--- config.mk ---
export PLATFORM = sky130hd
export DESIGN_NAME = mmu_context_lru_allocator_top
export DESIGN_NICKNAME = d
export VERILOG_FILES = /design/src/mmu_ctx_pkg.sv /design/src/mmu_ctx_dp.sv /design/src/mmu_ctx_ctrl.sv /design/src/mmu_context_lru_allocator_top.sv
export SDC_FILE = /design/constraint.sdc
export NUM_CORES = 1
export LEC_CHECK = 0
export BUFFER_PORTS_ARGS = -buffer_cell sky130_fd_sc_hd__buf_2
export CORE_MARGIN = 2
export CORE_UTILIZATION = 40
export CTS_CLUSTER_DIAMETER = 60
export DETAILED_ROUTE_END_ITERATION = 6
export GPL_TIMING_DRIVEN = 0
export HOLD_SLACK_MARGIN = 0.15
export PLACE_DENSITY = 0.62
export SLEW_MARGIN = 15
export SYNTH_ARGS = -nofsm -noshare
export SYNTH_HDL_FRONTEND = slang
export SYNTH_HIERARCHICAL = 1
export SYNTH_SLANG_ARGS = --single-unit
export TNS_END_PERCENT = 50
--- constraint.sdc ---
create_clock -name clk -period 3.55 [get_ports clk]
set_clock_uncertainty 0.05 [all_clocks]
set_input_delay 0.355 -clock clk [delete_from_list [all_inputs] [get_ports clk]]
set_output_delay 0.355 -clock clk [all_outputs]
set_load 0.01 [all_outputs]
--- src/mmu_ctx_pkg.sv ---
package mmu_ctx_pkg;

  localparam int NUM_CONTEXTS_DEF = 8;

  localparam int FUNC_W  = 2;
  localparam int OWNER_W = 8;
  localparam int CIDX_W  = 3;

  localparam logic [FUNC_W-1:0] OP_ALLOC = 2'd0;
  localparam logic [FUNC_W-1:0] OP_TOUCH = 2'd1;
  localparam logic [FUNC_W-1:0] OP_FREE  = 2'd2;

  typedef struct packed {
    logic [FUNC_W-1:0]  func;
    logic [OWNER_W-1:0] owner_id;
    logic [CIDX_W-1:0]  context_index;
  } in_item_t;

  typedef struct packed {
    logic [CIDX_W-1:0]  context_num;
    logic               evicted;
    logic [OWNER_W-1:0] evicted_owner;
  } out_item_t;

  // controller -> datapath
  typedef struct packed {
    logic load;
    logic exec;
    logic unlink;
    logic link;
    logic put;
  } ctrl_cmd_t;

  // datapath -> controller
  typedef struct packed {
    logic list_op;
  } dp_stat_t;

endpackage

--- src/mmu_ctx_dp.sv ---
module mmu_ctx_dp #(
  parameter int NUM_CONTEXTS = mmu_ctx_pkg::NUM_CONTEXTS_DEF
) (
  input  logic                   clk,
  input  logic                   rst_n,
  input  mmu_ctx_pkg::ctrl_cmd_t cmd,
  output mmu_ctx_pkg::dp_stat_t  stat,
  input  mmu_ctx_pkg::in_item_t  in_data,
  output mmu_ctx_pkg::out_item_t out_data
);
  import mmu_ctx_pkg::*;

  localparam int IW = $clog2(NUM_CONTEXTS);

  logic [IW-1:0]      next_r  [NUM_CONTEXTS];
  logic [IW-1:0]      prev_r  [NUM_CONTEXTS];
  logic [OWNER_W-1:0] owner_r [NUM_CONTEXTS];
  logic [NUM_CONTEXTS-1:0] used_r;
  logic [IW-1:0]      head_r;
  logic [IW-1:0]      tail_r;

  in_item_t  req_r;
  out_item_t res_r;
  out_item_t out_r;
  logic [IW-1:0] p_r;
  logic [IW-1:0] n_r;

  logic [IW-1:0] c;
  logic          idx_ok;
  logic          is_alloc;
  logic          is_touch;
  logic          is_free;

  assign c        = IW'(req_r.context_index);
  assign idx_ok   = int'(req_r.context_index) < NUM_CONTEXTS;
  assign is_alloc = (req_r.func == OP_ALLOC);
  assign is_touch = (req_r.func == OP_TOUCH);
  assign is_free  = (req_r.func == OP_FREE);

  assign stat.list_op = idx_ok && (is_touch || is_free);
  assign out_data     = out_r;

  // list links, head/tail and used marks
  always_ff @(posedge clk) begin
    if (!rst_n) begin
      for (int i = 0; i < NUM_CONTEXTS; i++) begin
        next_r[i] <= IW'((i + 1) % NUM_CONTEXTS);
        prev_r[i] <= IW'((i + NUM_CONTEXTS - 1) % NUM_CONTEXTS);
      end
      used_r <= '0;
      head_r <= '0;
      tail_r <= IW'(NUM_CONTEXTS - 1);
    end else begin
      if (cmd.exec && is_alloc) begin
        used_r[head_r] <= 1'b1;
      end
      if (cmd.unlink) begin
        if (c == head_r) begin
          head_r <= n_r;
        end else begin
          next_r[p_r] <= n_r;
        end
        if (c == tail_r) begin
          tail_r <= p_r;
        end else begin
          prev_r[n_r] <= p_r;
        end
      end
      if (cmd.link) begin
        if (is_touch) begin
          next_r[tail_r] <= c;
          prev_r[c]      <= tail_r;
          tail_r         <= c;
        end else begin
          prev_r[head_r] <= c;
          next_r[c]      <= head_r;
          head_r         <= c;
          used_r[c]      <= 1'b0;
        end
      end
    end
  end

  // payload: request, neighbors, owners, result and output beat
  always_ff @(posedge clk) begin
    if (cmd.load) begin
      req_r <= in_data;
    end
    if (cmd.exec) begin
      p_r <= prev_r[c];
      n_r <= next_r[c];
      if (is_alloc) begin
        owner_r[head_r]     <= req_r.owner_id;
        res_r.context_num   <= CIDX_W'(head_r);
        res_r.evicted       <= used_r[head_r];
        res_r.evicted_owner <= used_r[head_r] ? owner_r[head_r] : '0;
      end else begin
        res_r.context_num   <= req_r.context_index;
        res_r.evicted       <= 1'b0;
        res_r.evicted_owner <= '0;
      end
    end
    if (cmd.put) begin
      out_r <= res_r;
    end
  end

endmodule

--- src/mmu_ctx_ctrl.sv ---
module mmu_ctx_ctrl (
  input  logic                   clk,
  input  logic                   rst_n,
  input  logic                   in_valid,
  output logic                   in_stall,
  output logic                   out_valid,
  input  logic                   out_stall,
  output mmu_ctx_pkg::ctrl_cmd_t cmd,
  input  mmu_ctx_pkg::dp_stat_t  stat
);
  import mmu_ctx_pkg::*;

  typedef enum logic [2:0] {
    S_IDLE,
    S_EXEC,
    S_UNLINK,
    S_LINK,
    S_PUT
  } state_t;

  state_t state_r, state_nxt;
  logic   out_valid_r, out_valid_nxt;
  logic   slot_free;

  assign slot_free = !out_valid_r || !out_stall;
  assign in_stall  = (state_r != S_IDLE);
  assign out_valid = out_valid_r;

  always_comb begin
    cmd           = '0;
    state_nxt     = state_r;
    out_valid_nxt = out_valid_r && out_stall;
    case (state_r)
      S_IDLE: begin
        cmd.load = in_valid;
        if (in_valid) state_nxt = S_EXEC;
      end
      S_EXEC: begin
        cmd.exec  = 1'b1;
        state_nxt = stat.list_op ? S_UNLINK : S_PUT;
      end
      S_UNLINK: begin
        cmd.unlink = 1'b1;
        state_nxt  = S_LINK;
      end
      S_LINK: begin
        cmd.link  = 1'b1;
        state_nxt = S_PUT;
      end
      S_PUT: begin
        // hold until the previous beat has left the output register
        if (slot_free) begin
          cmd.put       = 1'b1;
          out_valid_nxt = 1'b1;
          state_nxt     = S_IDLE;
        end
      end
      default: state_nxt = S_IDLE;
    endcase
  end

  always_ff @(posedge clk) begin
    if (!rst_n) begin
      state_r     <= S_IDLE;
      out_valid_r <= 1'b0;
    end else begin
      state_r     <= state_nxt;
      out_valid_r <= out_valid_nxt;
    end
  end

endmodule

--- src/mmu_context_lru_allocator_top.sv ---
// MMU context allocator, LRU order kept as a doubly linked list.
// Input channel in_valid/in_stall/in_data carries one request per beat:
// allocate takes the head context, touch moves a context to the MRU tail,
// free clears its used mark and moves it to the head.
// Output channel out_valid/out_stall/out_data returns one beat per request:
// granted or echoed context, evicted flag and the evicted owner.
// Steps from the accepting edge to out_valid: execute, then put for allocate
// and invalid requests; touch and free add unlink and relink in between. The
// sequencer handles one request at a time, so a new request is taken only
// after the last one has been put; the unlink and relink steps each make at
// most one write into the next-link and prev-link register files.
// The output register holds a finished beat; the next request may be
// accepted while it waits. If out_stall is still high when the following
// result is ready, the sequencer holds in its final step and in_stall stays
// high until the output register drains.
// Reset (rst_n low, synchronous) frees every context and puts the list in
// numeric order with context 0 at the head.
module mmu_context_lru_allocator_top #(
  parameter int NUM_CONTEXTS = mmu_ctx_pkg::NUM_CONTEXTS_DEF
) (
  input  logic                   clk,
  input  logic                   rst_n,
  input  logic                   in_valid,
  output logic                   in_stall,
  input  mmu_ctx_pkg::in_item_t  in_data,
  output logic                   out_valid,
  input  logic                   out_stall,
  output mmu_ctx_pkg::out_item_t out_data
);
  import mmu_ctx_pkg::*;

  ctrl_cmd_t cmd;
  dp_stat_t  stat;

  mmu_ctx_ctrl u_ctrl (
    .clk       (clk),
    .rst_n     (rst_n),
    .in_valid  (in_valid),
    .in_stall  (in_stall),
    .out_valid (out_valid),
    .out_stall (out_stall),
    .cmd       (cmd),
    .stat      (stat)
  );

  mmu_ctx_dp #(
    .NUM_CONTEXTS (NUM_CONTEXTS)
  ) u_dp (
    .clk      (clk),
    .rst_n    (rst_n),
    .cmd      (cmd),
    .stat     (stat),
    .in_data  (in_data),
    .out_data (out_data)
  );

endmodule

==> summary.txt <==
Die
  • Top-level port count: 31
  • Core ar.: ~20000 um^2
  • Full die area: roughly 21000 um^2
  • Die width: 146 um
  • Standard-cell row count: 51
  • Height of the chip: 146 um
  • Starting Density: about two fifths

Place
  • Last weighted congestion value of the routability-driven placer: 0.934
  • Inst Count DP: 856
  • Buffers added on ports: 30
  • Post-placement worst setup slack: between 700 and 800 ps
  • DPL Wire Length: 13100 um

Clocking
  • Clk slew on worst S/H paths: roughly 70 ps
  • Root buffer cell: sky130_fd_sc_hd__clkbuf_16
  • Number of H-tree levels: 4
  • Clock buffers created by TritonCTS: 17
  • Worst skew pair latency: 430 ps
  • CTS tree: built
  • CTS max path bufs: 2
  • CTS sink cnt: 173

Logic synthesis
  • Netlist area before placement: 8040 um^2
  • Proportion of netlist area held by the largest area contributor: between 50 and 60%
  • Number of distinct library cells after synthesis: 52
  • Cell taking the most area after synthesis: sky130_fd_sc_hd__edfxtp_1
  • Post-synthesis net count: 577
  • Post-Synthesis Cells: 558
  • Most frequent cells after synthesis: sky130_fd_sc_hd__edfxtp_1 (155), sky130_fd_sc_hd__mux2i_1 (80), sky130_fd_sc_hd__nand2_1 (39)
  • Total of flip-flops plus latches after synthesis: 173
  • Top post-synthesis cells by area: sky130_fd_sc_hd__edfxtp_1 (58%), sky130_fd_sc_hd__mux2i_1 (10%), sky130_fd_sc_hd__mux4_2 (7.3%)
  • Portion of the post-synthesis area used by sequential elements: 62.4%
  • Syn Area/Cell: between 10 and 15 um^2
  • Number of enable flip-flop cells after synthesis: ~160
  • Leading register cell type out of synthesis: sky130_fd_sc_hd__edfxtp_1
  • Most numerous cell in the Yosys netlist: sky130_fd_sc_hd__edfxtp_1
  • Synthesis warning total: 6
  • Async S/R FF share, synth: 0%

Job
  • Count of maximum capacitance violations: 0

Setup path
  • Buf+Inv Stages, Crit Path: 3
  • Critical path data arrival time: 2970 ps
  • Standard cell with the maximum stage delay on the critical path: sky130_fd_sc_hd__dfxtp_1
  • Required time at the endpoint of the critical path: roughly 3600 ps
  • Startpoint types: flop
  • Family with the most delay on the worst path: simple AND/OR/NAND/NOR gates
  • Series of cell instances along the critical path: inv_2 -> nor3_1 -> clkbuf_1 -> nand3b_1 -> or2_2 -> buf_1 -> nor3_1 -> mux2i_1
  • CP peak stage delay: 480 ps
  • Biggest fanout along the worst timing path: 10
  • Kind of end point of the critical path: flop
  • Crit path top cell by count: sky130_fd_sc_hd__nor3_1
  • Type of the worst setup path: flop to flop

Timing
  • Worst slew margin relative to its limit: 30.6%
  • Post-layout minimum cycle time: 2900 ps
  • Post-route worst setup slack: 653 ps
  • Endpoints failing setup: 0
  • Setup total negative slack: 0 ps
  • Final hold vios: 0
  • Transition at the pin with the smallest max-transition slack: roughly 1000 ps
  • Fraction of the cycle the final worst path needs: 81.6%
  • Highest clock frequency the design can meet: roughly 0.35 GHz
  • Slew Limit Fails: 0
  • RSZ-0062 raised after global routing: false

GRT
  • Via count of the first global-routing pass: 5145
  • Number of antenna violations at the first check in global routing: 0
  • First-pass GRT wire length: 29500 um
  • Global-route congestion overflow total: 0
  • Tot GR Track Use: 18.2%
  • Maximum number of pins on one net before global-route repair: 21

Pwr
  • P_leak: 3.32 nW
  • Peak ir drop on the vdd network: roughly 0.00034 V
  • Total power density per cell area: about 500 nW/um^2
  • Power after layout: approximately 4.5 mW

Final layout
  • Area added between synthesis and finish: 15.9%
  • Layout cell share with drive strength beyond 1: 21.7%
  • Filler Cell Count: 1714
  • Final instance count without filler cells: around 900
  • Antenna fix cells: 0
  • Post-layout utilization of the core: 47.6%
  • Net count reported at finish: 643

Status
  • Outcome: complete, no violations

Routing
  • Via density per instance: 5.68
  • Total number of vias: 5123
  • First DRT Iteration DRCs: between 500 and 600
  • Routed WL: ~19000 um
  • Number of antenna-violating nets in the routed design: 0
  • Residual DRC count: 0
  • Wire length per cell: 20.8 um
  • Pre-Repair DR Iteration Count: 5

Worst hold path
  • Type of the tightest min-delay check: input port to flop
per-layer routing:
| layer | share of wire, % | track usage, % | vias up |
|---|---|---|---|
| li1 | - | - | 2320 |
| met1 | 45 | 26.1 | 2517 |
| met2 | 46 | 28.0 | 243 |
| met3 | 6.6 | 3.17 | 43 |
| met4 | 2.2 | 6.81 | 0 |
| met5 | 0 | 0 | - |
flip-flops by register name, indices dropped and copies added (netlist names):
signal and count:
u_ctrl/state_r 3, u_dp/p_r 3, u_dp/res_r 12, u_ctrl/out_valid 1, u_dp/prev_r 24, u_dp/n_r 3, u_dp/req_r 10, u_dp/next_r 24
u_dp/c 3, u_dp/head_r 3, u_dp/used_r 8, u_dp/owner_r 64, u_dp/tail_r 3, u_dp/out_data 12
placed cells by master (no fill, tap or decap), types with 3 or more instances in the layout:
cell type                       instances
sky130_fd_sc_hd__edfxtp_1             155
sky130_fd_sc_hd__mux2i_1               80
sky130_fd_sc_hd__buf_2                 42
sky130_fd_sc_hd__nand2_1               39
sky130_fd_sc_hd__nor2_1                30
sky130_fd_sc_hd__mux4_2                26
sky130_fd_sc_hd__nand3_1               23
sky130_fd_sc_hd__dfxtp_1               18
sky130_fd_sc_hd__clkbuf_16             17
sky130_fd_sc_hd__clkbuf_1              16
sky130_fd_sc_hd__nor3_1                16
sky130_fd_sc_hd__dlygate4sd3_1         14
sky130_fd_sc_hd__o211ai_1              14
sky130_fd_sc_hd__nand2b_1              13
sky130_fd_sc_hd__mux2_2                10
sky130_fd_sc_hd__nor4_1                10
sky130_fd_sc_hd__inv_1                  9
sky130_fd_sc_hd__o221a_2                8
sky130_fd_sc_hd__xor2_1                 6
sky130_fd_sc_hd__or2_2                  6
sky130_fd_sc_hd__inv_6                  5
sky130_fd_sc_hd__nand3b_1               5
sky130_fd_sc_hd__nor2b_1                4
sky130_fd_sc_hd__o22ai_1                4
sky130_fd_sc_hd__inv_8                  3
sky130_fd_sc_hd__buf_1                  3
sky130_fd_sc_hd__nor3_2                 3
sky130_fd_sc_hd__nand4_1                3
sky130_fd_sc_hd__o31ai_1                3
sky130_fd_sc_hd__xnor2_1                3
sky130_fd_sc_hd__o21ai_0                3
sky130_fd_sc_hd__a21oi_1                3
cells by family (layout without fill, tap and decap cells):
logic type                 after synthesis  in the layout  share of synthesized area, %
AOI/OAI and AO/OA                       50             50                          4.93
xor gates and xnor gates                 9              9                         0.980
adders and majority gates                2              2                         0.311
buffers and inverters                   42            121                          2.24
DFF                                    173            173                          62.4
muxes                                  116            116                          18.6
and+or+nand+nor                        166            166                          10.5
per-stage QoR:
stage,hold slack [ps],instance area (um^2)
final,162,9320
after global routing,172,9320
after CTS,150,9320
after detailed placement,357,8570
after global placement,353,8520
after floorplan,350,8040
final cells by class:
cell class / instances / area (um^2) / area share [%]
buffer: 31 / 139 / 1.49
clock buffer: 18 / 429 / 4.61
clock inverter: 14 / 175 / 1.88
inverter: 11 / 41.3 / 0.443
multi-input combinational: 343 / 2870 / 30.8
sequential: 173 / 5010 / 53.8
tap: 265 / 332 / 3.56
timing repair buffer: 47 / 317 / 3.40
repair_timing:
item                      4_1_cts  5_1_grt
setup buffers                   0        0
hold endpoints to repair       14        0
hold buffers                   14        0
gates resized for setup         0        0
worst register-to-register path: stages (launching register included):
cell and delay (ps):
sky130_fd_sc_hd__dfxtp_1 480, sky130_fd_sc_hd__inv_2 90, sky130_fd_sc_hd__nor3_1 180, sky130_fd_sc_hd__clkbuf_1 420
sky130_fd_sc_hd__nand3b_1 370, sky130_fd_sc_hd__or2_2 370, sky130_fd_sc_hd__buf_1 270, sky130_fd_sc_hd__nor3_1 270
sky130_fd_sc_hd__mux2i_1 110
final timing paths:
path	slack, ps	cells after the start	end	startpoint
max reg2reg	650	8	u_dp/prev_r[6][0]	u_ctrl/state_r[1]
min	160	3	u_ctrl/state_r[0]	in_valid
max	650	8	u_dp/prev_r[6][0]	u_ctrl/state_r[1]
min reg2reg	370	0	u_dp/out_data[1]	u_dp/res_r[1]
where the power goes:
| part | leakage (nW) | switching, mW | total (mW) | internal [mW] |
|---|---|---|---|---|
| logic | 1.49 | 0.204 | 0.319 | 0.115 |
| registers | 1.54 | 0.0347 | 2.31 | 2.28 |
| clock network | 0.295 | 0.837 | 1.90 | 1.07 |
Note: power is estimated with default switching activity, not from simulation.
